File: config.mk
export PLATFORM = sky130hd
export DESIGN_NAME = ultrasonic_scan_avoid_sequencer
export DESIGN_NICKNAME = d
export VERILOG_FILES = /design/src/hdl/usas_pkg.sv /design/src/hdl/ultrasonic_scan_avoid_sequencer.sv /design/src/hdl/usas_range.sv /design/src/hdl/usas_skid.sv
export VERILOG_INCLUDE_DIRS = /design/src /design/src/hdl
export SDC_FILE = /design/constraint.sdc
export NUM_CORES = 1
export LEC_CHECK = 0
export ABC_AREA = 1
export BUFFER_PORTS_ARGS = -buffer_cell sky130_fd_sc_hd__buf_2
export CORE_MARGIN = 1
export CORE_UTILIZATION = 50
export CTS_BUF_LIST = sky130_fd_sc_hd__clkbuf_16
export DETAILED_ROUTE_END_ITERATION = 8
export HOLD_SLACK_MARGIN = 0.02
export PLACE_DENSITY = 0.7
export SLEW_MARGIN = 20
export SYNTH_ARGS = -nofsm -noshare
export SYNTH_HDL_FRONTEND = slang
export SYNTH_HIERARCHICAL = 1
export SYNTH_SLANG_ARGS = --single-unit
export TNS_END_PERCENT = 100
File: constraint.sdc
create_clock -name clk -period 3.7 [get_ports clk]
set_input_delay 0.37 -clock clk [delete_from_list [all_inputs] [get_ports clk]]
set_output_delay 0.37 -clock clk [all_outputs]
set_load 0.1 [all_outputs]
File: src/hdl/ultrasonic_scan_avoid_sequencer_assert.svh
// Assertion macros shared by the ultrasonic scan and avoid sequencer modules.
`ifndef ULTRASONIC_SCAN_AVOID_SEQUENCER_ASSERT_SVH
`define ULTRASONIC_SCAN_AVOID_SEQUENCER_ASSERT_SVH

// Same-cycle implication, disabled during reset.
`define USAS_ASSERT_IMPL(label, clk, rst, ante, cons) \
  label: assert property (@(posedge clk) disable iff (rst) (ante) |-> (cons)) \
    else $error("assertion failed in %m");

// Next-cycle implication, disabled during reset.
`define USAS_ASSERT_NEXT(label, clk, rst, ante, cons) \
  label: assert property (@(posedge clk) disable iff (rst) (ante) |=> (cons)) \
    else $error("assertion failed in %m");

`endif

File: src/hdl/usas_pkg.sv
// Shared constants and types of the ultrasonic scan and avoid sequencer.
package usas_pkg;

  localparam int ECHO_COUNT_BITS_DEF = 16;
  localparam int DELAY_BITS_DEF = 20;

  localparam int DIST_W = 13;
  localparam int POS_W = 8;
  localparam int MOT_W = 3;
  localparam int CFG_W = 20;
  localparam int CFG_IDX_W = 3;
  localparam int TRIG_W = 8;
  localparam int REM_W = 8;

  localparam logic [CFG_IDX_W-1:0] REG_NEAR   = 3'd0;
  localparam logic [CFG_IDX_W-1:0] REG_TRIG   = 3'd1;
  localparam logic [CFG_IDX_W-1:0] REG_SETTLE = 3'd2;
  localparam logic [CFG_IDX_W-1:0] REG_SHORT  = 3'd3;
  localparam logic [CFG_IDX_W-1:0] REG_MID    = 3'd4;
  localparam logic [CFG_IDX_W-1:0] REG_LONG   = 3'd5;

  localparam logic [DIST_W-1:0] NEAR_RST   = 13'd15;
  localparam logic [TRIG_W-1:0] TRIG_RST   = 8'd4;
  localparam logic [CFG_W-1:0]  SETTLE_RST = 20'd200000;
  localparam logic [CFG_W-1:0]  SHORT_RST  = 20'd100000;
  localparam logic [CFG_W-1:0]  MID_RST    = 20'd140000;
  localparam logic [CFG_W-1:0]  LONG_RST   = 20'd200000;

  localparam logic [POS_W-1:0] POS_RIGHT  = 8'd45;
  localparam logic [POS_W-1:0] POS_LEFT   = 8'd115;
  localparam logic [POS_W-1:0] POS_CENTRE = 8'd81;

  localparam logic [MOT_W-1:0] MOT_GO    = 3'd0;
  localparam logic [MOT_W-1:0] MOT_STOP  = 3'd1;
  localparam logic [MOT_W-1:0] MOT_RIGHT = 3'd2;
  localparam logic [MOT_W-1:0] MOT_LEFT  = 3'd3;
  localparam logic [MOT_W-1:0] MOT_BACK  = 3'd4;

  // Distance is count * 170 / 2000, which reduces to count * 17 / 200.
  localparam logic [REM_W-1:0] ECHO_STEP = 8'd17;
  localparam logic [REM_W-1:0] ECHO_DIV  = 8'd200;
  localparam logic [DIST_W-1:0] DIST_MAX = 13'd8191;

  typedef struct packed {
    logic              trig_level;
    logic [POS_W-1:0]  servo_position;
    logic              servo_power;
    logic [MOT_W-1:0]  motor_cmd;
    logic [DIST_W-1:0] distance_cm;
    logic              distance_valid;
    logic              obstacle_left;
    logic              obstacle_mid;
    logic              obstacle_right;
  } result_t;

  typedef struct packed {
    logic clear;
    logic start;
    logic count;
  } rng_ctrl_t;

endpackage

File: src/hdl/ultrasonic_scan_avoid_sequencer.sv
// Top level of the ultrasonic scan and avoid sequencer.
// Each request is one 5 us tick with the sampled echo level; the block takes one request
// every clock while in_stall is low and returns one result per request, registered on
// acceptance in a two-entry buffer, so in_stall rises only when both entries hold results.
// The phase, wait counter and echo counter advance once per accepted tick; distance is
// tracked incrementally as count*17/200 while the echo is high, so no divider is needed.
// Echo waits have no timeout. Configuration writes take effect on the next tick.
`include "ultrasonic_scan_avoid_sequencer_assert.svh"

module ultrasonic_scan_avoid_sequencer #(
  parameter int ECHO_COUNT_BITS = usas_pkg::ECHO_COUNT_BITS_DEF,
  parameter int DELAY_BITS = usas_pkg::DELAY_BITS_DEF
) (
  input  logic                               clk,
  input  logic                               rst,
  input  logic                               cfg_we,
  input  logic [usas_pkg::CFG_IDX_W-1:0]     cfg_index,
  input  logic [usas_pkg::CFG_W-1:0]         cfg_data,
  input  logic                               in_valid,
  output logic                               in_stall,
  input  logic                               echo_level,
  output logic                               out_valid,
  input  logic                               out_stall,
  output logic                               trig_level,
  output logic [usas_pkg::POS_W-1:0]         servo_position,
  output logic                               servo_power,
  output logic [usas_pkg::MOT_W-1:0]         motor_cmd,
  output logic [usas_pkg::DIST_W-1:0]        distance_cm,
  output logic                               distance_valid,
  output logic                               obstacle_left,
  output logic                               obstacle_mid,
  output logic                               obstacle_right
);

  localparam logic [4:0] PH_TRIG_F    = 5'd0;
  localparam logic [4:0] PH_WAIT_F    = 5'd1;
  localparam logic [4:0] PH_ECHO_F    = 5'd2;
  localparam logic [4:0] PH_TRIG_R    = 5'd3;
  localparam logic [4:0] PH_WAIT_R    = 5'd4;
  localparam logic [4:0] PH_ECHO_R    = 5'd5;
  localparam logic [4:0] PH_TRIG_L    = 5'd6;
  localparam logic [4:0] PH_WAIT_L    = 5'd7;
  localparam logic [4:0] PH_ECHO_L    = 5'd8;
  localparam logic [4:0] PH_SETTLE_R  = 5'd9;
  localparam logic [4:0] PH_SETTLE_L  = 5'd10;
  localparam logic [4:0] PH_SETTLE_C  = 5'd11;
  localparam logic [4:0] PH_TURN_MID  = 5'd12;
  localparam logic [4:0] PH_TURN_RS   = 5'd13;
  localparam logic [4:0] PH_TURN_LS   = 5'd14;
  localparam logic [4:0] PH_BACK      = 5'd15;
  localparam logic [4:0] PH_TURN_LONG = 5'd16;

  logic [usas_pkg::DIST_W-1:0] near_limit_cm;
  logic [usas_pkg::TRIG_W-1:0] trig_ticks;
  logic [usas_pkg::CFG_W-1:0]  servo_settle_ticks;
  logic [usas_pkg::CFG_W-1:0]  turn_short_ticks;
  logic [usas_pkg::CFG_W-1:0]  turn_mid_ticks;
  logic [usas_pkg::CFG_W-1:0]  turn_long_ticks;

  logic [4:0]                  phase;
  logic [4:0]                  phase_next;
  logic [DELAY_BITS-1:0]       wait_counter;
  logic [DELAY_BITS-1:0]       wait_counter_next;
  logic [DELAY_BITS-1:0]       wait_inc;
  logic [DELAY_BITS-1:0]       lim;
  logic [usas_pkg::CFG_W-1:0]  lim_raw;
  logic                        lim_done;
  logic [2:0]                  obstacle_flags;
  logic [2:0]                  obstacle_flags_next;
  logic [usas_pkg::DIST_W-1:0] last_distance;
  logic [usas_pkg::DIST_W-1:0] last_distance_next;
  logic                        dist_valid_next;
  logic [usas_pkg::DIST_W-1:0] rng_dist;
  logic                        blocked;
  logic                        in_fire;
  usas_pkg::rng_ctrl_t         rng_ctrl;
  usas_pkg::result_t           res_next;
  usas_pkg::result_t           res_out;

  always_ff @(posedge clk) begin
    if (rst) begin
      near_limit_cm <= usas_pkg::NEAR_RST;
      trig_ticks <= usas_pkg::TRIG_RST;
      servo_settle_ticks <= usas_pkg::SETTLE_RST;
      turn_short_ticks <= usas_pkg::SHORT_RST;
      turn_mid_ticks <= usas_pkg::MID_RST;
      turn_long_ticks <= usas_pkg::LONG_RST;
    end else if (cfg_we) begin
      case (cfg_index)
        usas_pkg::REG_NEAR: near_limit_cm <= cfg_data[usas_pkg::DIST_W-1:0];
        usas_pkg::REG_TRIG: trig_ticks <= cfg_data[usas_pkg::TRIG_W-1:0];
        usas_pkg::REG_SETTLE: servo_settle_ticks <= cfg_data;
        usas_pkg::REG_SHORT: turn_short_ticks <= cfg_data;
        usas_pkg::REG_MID: turn_mid_ticks <= cfg_data;
        usas_pkg::REG_LONG: turn_long_ticks <= cfg_data;
        default: ;
      endcase
    end
  end

  assign in_fire = in_valid && !in_stall;

  always_comb begin
    case (phase)
      PH_TRIG_F, PH_TRIG_R, PH_TRIG_L: lim_raw = usas_pkg::CFG_W'(trig_ticks);
      PH_SETTLE_R, PH_SETTLE_L, PH_SETTLE_C: lim_raw = servo_settle_ticks;
      PH_TURN_MID: lim_raw = turn_mid_ticks;
      PH_TURN_LONG: lim_raw = turn_long_ticks;
      default: lim_raw = turn_short_ticks;
    endcase
  end

  assign lim = DELAY_BITS'(lim_raw);
  assign wait_inc = wait_counter + 1'b1;
  assign lim_done = (wait_inc >= lim);
  assign blocked = (rng_dist != '0) && (rng_dist < near_limit_cm);

  always_comb begin
    phase_next = phase;
    wait_counter_next = wait_counter;
    obstacle_flags_next = obstacle_flags;
    last_distance_next = last_distance;
    rng_ctrl = '0;
    dist_valid_next = 1'b0;
    case (phase)
      PH_TRIG_F, PH_TRIG_R, PH_TRIG_L,
      PH_SETTLE_R, PH_SETTLE_L, PH_SETTLE_C,
      PH_TURN_MID, PH_TURN_RS, PH_TURN_LS, PH_BACK, PH_TURN_LONG: begin
        wait_counter_next = lim_done ? '0 : wait_inc;
        if (lim_done) begin
          case (phase)
            PH_TRIG_F, PH_TRIG_R, PH_TRIG_L: phase_next = phase + 5'd1;
            PH_SETTLE_R: phase_next = PH_TRIG_R;
            PH_SETTLE_L: phase_next = PH_TRIG_L;
            PH_SETTLE_C: begin
              obstacle_flags_next = 3'b000;
              case ({obstacle_flags[2], obstacle_flags[0]})
                2'b00: phase_next = PH_TURN_MID;
                2'b01: phase_next = PH_TURN_LS;
                2'b10: phase_next = PH_TURN_RS;
                default: phase_next = PH_BACK;
              endcase
            end
            PH_BACK: phase_next = PH_TURN_LONG;
            default: phase_next = PH_TRIG_F;
          endcase
        end
      end
      PH_WAIT_F, PH_WAIT_R, PH_WAIT_L: begin
        if (echo_level) begin
          rng_ctrl.start = 1'b1;
          phase_next = phase + 5'd1;
        end
      end
      PH_ECHO_F, PH_ECHO_R, PH_ECHO_L: begin
        if (echo_level) begin
          rng_ctrl.count = 1'b1;
        end else begin
          last_distance_next = rng_dist;
          dist_valid_next = 1'b1;
          rng_ctrl.clear = 1'b1;
          wait_counter_next = '0;
          case (phase)
            PH_ECHO_F: begin
              if (blocked) begin
                obstacle_flags_next[1] = 1'b1;
                phase_next = PH_SETTLE_R;
              end else begin
                phase_next = PH_TRIG_F;
              end
            end
            PH_ECHO_R: begin
              obstacle_flags_next[0] = blocked;
              phase_next = PH_SETTLE_L;
            end
            default: begin
              obstacle_flags_next[2] = blocked;
              phase_next = PH_SETTLE_C;
            end
          endcase
        end
      end
      default: begin
        phase_next = PH_TRIG_F;
        wait_counter_next = '0;
        rng_ctrl.clear = 1'b1;
      end
    endcase
  end

  always_comb begin
    res_next.trig_level = 1'b0;
    res_next.servo_position = usas_pkg::POS_CENTRE;
    res_next.servo_power = 1'b0;
    res_next.motor_cmd = usas_pkg::MOT_GO;
    case (phase_next)
      PH_TRIG_F: res_next.trig_level = 1'b1;
      PH_TRIG_R: begin
        res_next.trig_level = 1'b1;
        res_next.servo_position = usas_pkg::POS_RIGHT;
        res_next.motor_cmd = usas_pkg::MOT_STOP;
      end
      PH_WAIT_R, PH_ECHO_R: begin
        res_next.servo_position = usas_pkg::POS_RIGHT;
        res_next.motor_cmd = usas_pkg::MOT_STOP;
      end
      PH_TRIG_L: begin
        res_next.trig_level = 1'b1;
        res_next.servo_position = usas_pkg::POS_LEFT;
        res_next.motor_cmd = usas_pkg::MOT_STOP;
      end
      PH_WAIT_L, PH_ECHO_L: begin
        res_next.servo_position = usas_pkg::POS_LEFT;
        res_next.motor_cmd = usas_pkg::MOT_STOP;
      end
      PH_SETTLE_R: begin
        res_next.servo_position = usas_pkg::POS_RIGHT;
        res_next.servo_power = 1'b1;
        res_next.motor_cmd = usas_pkg::MOT_STOP;
      end
      PH_SETTLE_L: begin
        res_next.servo_position = usas_pkg::POS_LEFT;
        res_next.servo_power = 1'b1;
        res_next.motor_cmd = usas_pkg::MOT_STOP;
      end
      PH_SETTLE_C: begin
        res_next.servo_power = 1'b1;
        res_next.motor_cmd = usas_pkg::MOT_STOP;
      end
      PH_TURN_MID, PH_TURN_RS, PH_TURN_LONG: res_next.motor_cmd = usas_pkg::MOT_RIGHT;
      PH_TURN_LS: res_next.motor_cmd = usas_pkg::MOT_LEFT;
      PH_BACK: res_next.motor_cmd = usas_pkg::MOT_BACK;
      default: ;
    endcase
    res_next.distance_cm = last_distance_next;
    res_next.distance_valid = dist_valid_next;
    res_next.obstacle_left = obstacle_flags_next[2];
    res_next.obstacle_mid = obstacle_flags_next[1];
    res_next.obstacle_right = obstacle_flags_next[0];
  end

  always_ff @(posedge clk) begin
    if (rst) begin
      phase <= PH_TRIG_F;
      wait_counter <= '0;
      obstacle_flags <= 3'b000;
      last_distance <= '0;
    end else if (in_fire) begin
      phase <= phase_next;
      wait_counter <= wait_counter_next;
      obstacle_flags <= obstacle_flags_next;
      last_distance <= last_distance_next;
    end
  end

  usas_range #(
    .ECHO_COUNT_BITS(ECHO_COUNT_BITS)
  ) u_range (
    .clk(clk),
    .rst(rst),
    .ctrl(in_fire ? rng_ctrl : usas_pkg::rng_ctrl_t'('0)),
    .distance(rng_dist)
  );

  usas_skid u_skid (
    .clk(clk),
    .rst(rst),
    .push(in_fire),
    .push_data(res_next),
    .full(in_stall),
    .out_valid(out_valid),
    .out_stall(out_stall),
    .out_data(res_out)
  );

  assign trig_level = res_out.trig_level;
  assign servo_position = res_out.servo_position;
  assign servo_power = res_out.servo_power;
  assign motor_cmd = res_out.motor_cmd;
  assign distance_cm = res_out.distance_cm;
  assign distance_valid = res_out.distance_valid;
  assign obstacle_left = res_out.obstacle_left;
  assign obstacle_mid = res_out.obstacle_mid;
  assign obstacle_right = res_out.obstacle_right;

  `USAS_ASSERT_NEXT(a_idle_holds, clk, rst, !in_fire, $stable(phase) && $stable(wait_counter))
  `USAS_ASSERT_NEXT(a_flags_cleared, clk, rst, in_fire && phase == PH_SETTLE_C && lim_done, obstacle_flags == 3'b000)
  `USAS_ASSERT_IMPL(a_dvalid_from_echo, clk, rst, in_fire && res_next.distance_valid, phase == PH_ECHO_F || phase == PH_ECHO_R || phase == PH_ECHO_L)

endmodule

File: src/hdl/usas_range.sv
// Echo pulse counter that keeps a running quotient and remainder of the distance.
module usas_range #(
  parameter int ECHO_COUNT_BITS = usas_pkg::ECHO_COUNT_BITS_DEF
) (
  input  logic                             clk,
  input  logic                             rst,
  input  usas_pkg::rng_ctrl_t              ctrl,
  output logic [usas_pkg::DIST_W-1:0]      distance
);

  logic [ECHO_COUNT_BITS-1:0] echo_count;
  logic [ECHO_COUNT_BITS-1:0] quot;
  logic [usas_pkg::REM_W-1:0] rem;
  logic [usas_pkg::REM_W-1:0] rem_sum;

  // The quotient tracks floor(echo_count * 17 / 200) one step per tick.
  assign rem_sum = rem + usas_pkg::ECHO_STEP;

  always_ff @(posedge clk) begin
    if (rst || ctrl.clear) begin
      echo_count <= '0;
      quot <= '0;
      rem <= '0;
    end else if (ctrl.start) begin
      echo_count <= ECHO_COUNT_BITS'(1);
      quot <= '0;
      rem <= usas_pkg::ECHO_STEP;
    end else if (ctrl.count) begin
      if (&echo_count) begin
        echo_count <= '0;
        quot <= '0;
        rem <= '0;
      end else begin
        echo_count <= echo_count + 1'b1;
        if (rem_sum >= usas_pkg::ECHO_DIV) begin
          rem <= rem_sum - usas_pkg::ECHO_DIV;
          quot <= quot + 1'b1;
        end else begin
          rem <= rem_sum;
        end
      end
    end
  end

  assign distance = (32'(quot) > 32'(usas_pkg::DIST_MAX)) ? usas_pkg::DIST_MAX
                                                          : usas_pkg::DIST_W'(quot);

endmodule

File: src/hdl/usas_skid.sv
// Two-entry result buffer that decouples the sequencer from the result consumer.
`include "ultrasonic_scan_avoid_sequencer_assert.svh"

module usas_skid (
  input  logic                clk,
  input  logic                rst,
  input  logic                push,
  input  usas_pkg::result_t   push_data,
  output logic                full,
  output logic                out_valid,
  input  logic                out_stall,
  output usas_pkg::result_t   out_data
);

  logic              skid_valid;
  usas_pkg::result_t skid_data;
  logic              pop;

  assign pop = out_valid && !out_stall;
  assign full = skid_valid;

  always_ff @(posedge clk) begin
    if (rst) begin
      out_valid <= 1'b0;
      skid_valid <= 1'b0;
    end else if (!out_valid || pop) begin
      if (skid_valid) begin
        out_valid <= 1'b1;
        skid_valid <= push;
      end else begin
        out_valid <= push;
      end
    end else if (push) begin
      skid_valid <= 1'b1;
    end
  end

  always_ff @(posedge clk) begin
    if (!out_valid || pop) begin
      if (skid_valid) begin
        out_data <= skid_data;
        skid_data <= push_data;
      end else begin
        out_data <= push_data;
      end
    end else if (push) begin
      skid_data <= push_data;
    end
  end

  `USAS_ASSERT_IMPL(a_skid_behind_out, clk, rst, skid_valid, out_valid)

endmodule
## After elaboration in Yosys (flattened, before gate mapping)

Cells that the tools add are included.

| word-level totals | value |
|---|---|
| register bits after elaboration | 244 |
| output and inout bits | 32 |
| word-level logic and storage cells | 176 |
| input bits | 29 |

| operators by class | value |
|---|---|
| bitwise gates (word level) | 1 |
| mux-type cells | 51 |
| magnitude comparators | 4 |
| equal/unequal tests | 39 |
| add/sub/neg operators | 6 |
| reduce and logical (&&, ||, !) cells | 40 |

Operators by type and width:

| cell | number |
|---|---|
| 30-bit two-way mux | 4 |
| 5-bit by 4-bit == test with 1-bit output, second input constant | 16 |
| 20-bit case mux with 4 select lines | 1 |
| 20-bit case mux with 3 select lines | 1 |
| 16-bit two-way mux | 3 |
| 5-bit by 3-bit == test with 1-bit output, second input constant | 8 |
| 20-bit two-way mux | 2 |
| 13-bit two-way mux | 3 |
| 16-bit by 1-bit adder with 16-bit output, second input constant | 2 |
| 5-bit two-way mux | 5 |
| 5-bit case mux with 5 select lines | 1 |
| 3-bit OR reduction | 7 |
| 20-bit by 1-bit adder with 20-bit output, second input constant | 1 |
| 20-bit >= comparator | 1 |
| 1-bit two-way mux | 17 |
| 16-bit by 13-bit > comparator with 1-bit output, second input constant | 1 |
| 8-bit two-way mux | 2 |
| 16-bit AND reduction | 1 |
| 2-bit AND reduction | 8 |
| 5-bit by 2-bit == test with 1-bit output, second input constant | 3 |
| 5-bit case mux with 3 select lines | 1 |
| 7-bit case mux with 2 select lines | 1 |
| 14-bit OR reduction | 1 |
| 13-bit less-than comparator | 1 |
| other kinds (34) | 50 |

## Logic depth before layout (Yosys ltp)

| depth | value |
|---|---|
| depth after elaboration | 13 |
| depth in mapped cells | 32 |
| mapped depth without buffers | 31 |

## By module

The synthesis kept the hierarchy.

Modules (own cells, without submodules):

| module | times used | cells each | area each (um2) | sequential area each (um2) |
|---|---|---|---|---|
| ultrasonic_scan_avoid_sequencer | 1 | 1181 | 7920.1 | 2842.7 |
| usas_range | 1 | 363 | 2591.2 | 800.8 |
| usas_skid | 1 | 172 | 2362.3 | 1841.8 |

## Least setup slack after synthesis

Ideal clock, no wire load.

| timing | value |
|---|---|
| path kind | register to register |
| start | register phase[0] |
| end | register u_skid/out_data[26] (netlist name), data pin |
| cell stages (with the launch flop) | 26 |
| path buffers | 1 |
| period minus slack after synthesis | 3.822 ns |
| data arrival time | 3.570 ns |
| data required time | 3.448 ns |
| setup time | 0.252 ns |
| slack | -0.122 ns |
| cell sequence | dfxtp_1 -> inv_1 -> ha_1 -> nor2_1 -> o22ai_2 -> buf_6 -> nor4_4 -> inv_1 -> o211ai_1 -> inv_1 -> ha_1 -> a21o_1 -> nor2_1 -> nand2_1 -> a21oi_2 -> nand2_1 -> nand2_1 -> nand3_2 -> nand2_4 -> nor2_1 -> nand2_2 -> nand2_2 -> nor2_4 -> nand2_1 -> nand2_2 -> nand2_1 |

RTL lines:

| item | line | RTL |
|---|---|---|
| start: declaration | ultrasonic_scan_avoid_sequencer.sv:60 | `logic [4:0] phase;` |
| start signal: assignment | ultrasonic_scan_avoid_sequencer.sv:249 | `phase <= phase_next;` |
| end signal: assignment | usas_skid.sv:41 | `out_data <= skid_data;` |
| end signal: assignment | usas_skid.sv:44 | `out_data <= push_data;` |
| end: declaration | usas_skid.sv:12 | `output usas_pkg::result_t out_data` |

==> impl_metrics.json <==
{
  "tightest_slew_ns": 0.791,
  "cts_tree": "built",
  "crit_type": "flop to flop",
  "avgSynthCellArea_sq_um": 7.50,
  "cts_buffer_depth": 3,
  "io_buffers": 60,
  "synth-seq-cells": 244,
  "cp-end-kind": "flop",
  "cp_max_fo": 7,
  "dieHeight_microns": 162,
  "hp-class": "primary input to flop",
  "drv_slew": 0,
  "arrival_ns": 4.15,
  "routed_wl_microns": 31300,
  "cts.sinks": 244,
  "cp_common_cell": "nand2_1",
  "path_buf_inv": 5,
  "slowest_stage": "dfxtp_4",
  "violations": "negative setup slack",
  "coreArea_sq_um": 25300,
  "ys_seq_area_frac": 0.426,
  "antenna_found_initial": 0,
  "power_density_nw_per_um2": 486,
  "routed-via-count": 11300,
  "firstDrtPassIters": 5,
  "ant_nets": 0,
  "yosys_warnings": 6,
  "whs_ns": 0.0828,
  "hold_viol": 0,
  "clk_pin_slew_worst_paths_ns": 0.06,
  "period_minus_slack_ns": 3.86,
  "place_area_sq_um": 13800,
  "h-tree-depth": 1,
  "fp.dieW_microns": 162,
  "dpl.hpwl_microns": 21200,
  "grt_pass1_wl_microns": 51200,
  "maxCapViolCount": 0,
  "layout-drive-gt1-share": 0.192,
  "clock_latency_ns": 0.54,
  "crit_family": "simple AND/OR/NAND/NOR gates",
  "start_kind": "flop",
  "max_freq_ghz": 0.259,
  "grt_setup_unrepaired": "yes",
  "peakVddDrop_mv": 0.480,
  "synth_cell_types": 59,
  "fin_crit_sh": 1.04,
  "gp_congestion": 0.910,
  "synth_top_area_share": 0.286,
  "fin_total_pwr_mw": 7.34,
  "slowest_delay_ns": 0.37,
  "final_nets": 1899,
  "grt_max_degree": 47,
  "cp.required_ns": 3.99,
  "p_leak_nw": 6.85,
  "fin_skew_ns": 0.0111,
  "syn-cell-area_sq_um": 12900,
  "yosys-top-cells-area": "dfxtp_1, edfxtp_1, nand2_1",
  "num_antenna_cells": 0,
  "start_util": 0.510,
  "grt_overflow": 0,
  "grtUsageTotal": 0.237,
  "cts_root_buf": "clkbuf_16",
  "area_growth_pct": 17.3,
  "synthArstFlopShare": 0,
  "ios": 61,
  "setup_violations": 13,
  "synth.largest_area_cell": "dfxtp_1",
  "utilization": 0.598,
  "syn_inst": 1716,
  "fin_setup_tns_ns": -0.898,
  "cts_buffers": 28,
  "drt_iter0_markers": 914,
  "drc": 0,
  "ys.flop_type": "dfxtp_1",
  "max_slew_margin": 0.472,
  "synth_edf_count": 60,
  "grt_pass1_vias": 10400,
  "dieArea_sq_um": 26400,
  "design_area_sq_um": 15100,
  "timing.final.ws_setup_ns": -0.156,
  "status": "complete, but fails checks",
  "post_drt_wl_per_cell_microns": 14.4,
  "rows": 58,
  "viasPerCell": 5.21
}
-- cells by family (layout without fill, tap and decap cells) --
family,Yosys count,in the layout,share of synthesized area
and+or+nand+nor,863,863,0.308
buffers and inverters,271,403,0.0885
AOI/OAI and AO/OA,258,258,0.111
DFF,244,244,0.426
adders and majority gates,42,42,0.0408
xor gates and xnor gates,36,36,0.0245
other,2,4,0.000583
-- routing by layer --
layer	up-vias	GRT usage	routed length (microns)
li1	5769	-	-
met1	5216	0.333	14400
met2	318	0.382	14300
met3	44	0.0336	2020
met4	0	0.0557	555
met5	-	0	0
-- final timing paths --
kind / from / depth (start not counted) / endpoint / slack, ns
worst max-delay path: phase[0]$_SDFFE_PP0P_ / 27 / u_skid/out_data[23]$_DFFE_PP_ / -0.16
worst min-delay path: cfg_data[16] / 3 / servo_settle_ticks[16]$_SDFFE_PP1P_ / 0.08
worst max register to register: phase[0]$_SDFFE_PP0P_ / 27 / u_skid/out_data[23]$_DFFE_PP_ / -0.16
worst min register to register: turn_short_ticks[11]$_SDFFE_PP0P_ / 2 / turn_short_ticks[11]$_SDFFE_PP0P_ / 0.46
-- power breakdown --
part	leakage [nW]	internal [mW]	switching [mW]	total, mW
sequential	2.11	2.91	0.0556	2.96
clock	0.468	1.69	1.14	2.83
combinational	4.27	0.414	1.13	1.55
-- placed cells by master, fill, tap and decap left out, types with 4 or more instances in the layout --
cell type / n
a21oi_1: 91
a21oi_2: 11
a22oi_1: 10
buf_2: 60
buf_4: 79
buf_6: 4
clkbuf_16: 31
clkinv_1: 4
clkinv_2: 7
clkinvlp_4: 5
conb_1: 4
dfxtp_1: 179
edfxtp_1: 60
ha_1: 37
inv_1: 178
inv_2: 21
inv_4: 4
nand2_1: 409
nand2_2: 29
nand2_4: 10
nand3_1: 82
nand3_2: 21
nand4_1: 44
nor2_1: 204
nor2_2: 21
nor2_4: 10
nor3_1: 12
o211ai_1: 7
o21ai_0: 113
o21ai_1: 9
xnor2_1: 6
xor2_1: 28
-- per-stage QoR --
| stage | std cells | setup slack (ns) |
|---|---|---|
| floorplan | 1718 | 0.00713 |
| global placement | 2109 | -0.0479 |
| detailed placement | 2109 | -0.175 |
| CTS | 2172 | -0.0838 |
| global route | 2180 | -0.449 |
| finish | 2180 | -0.156 |
-- worst min-delay path, stage by stage --
cell	delay, ns
buf_2	0.11
nand2_1	0.05
nand3_1	0.06
-- area by class of cell --
type | count | area (sq um)
fill | 2289 | 10200
tap | 330 | 413
clock inverter | 22 | 209
multi-input combinational | 1203 | 6420
timing repair buffer | 147 | 1020
sequential | 244 | 5500
inverter | 204 | 781
clock buffer | 30 | 751
-- timing repair --
item	4_1_cts	5_1_grt
setup buffers	11	6
setup endpoints to repair	13	50
resized for setup	18	24
hold buffers	0	0
pin swaps	28	11
gates cloned	0	2
-- cells in the mapped netlist, drive strengths merged (3+ instances only) --
master  count
xnor2       8
nor3b       3
buf        19
nor2      236
or2         4
a22oi      10
a21oi     104
nand3     104
inv       202
xor2       28
nand4      46
dfxtp     184
o21ai     124
o211ai      7
a21o        3
edfxtp     60
ha         42
nand2     449
nor3       17
clkbuf     48
-- flip-flops by register name (all words and copies together), names as in the netlist, 13 cells and up --
register,cells
turn_short_ticks,20
u_range/quot,16
u_skid/out_data,30
last_distance,13
near_limit_cm,13
turn_long_ticks,20
wait_counter,20
u_skid/skid_data,30
u_range/echo_count,16
turn_mid_ticks,20
servo_settle_ticks,20
Power figures use the tool's default switching activity.
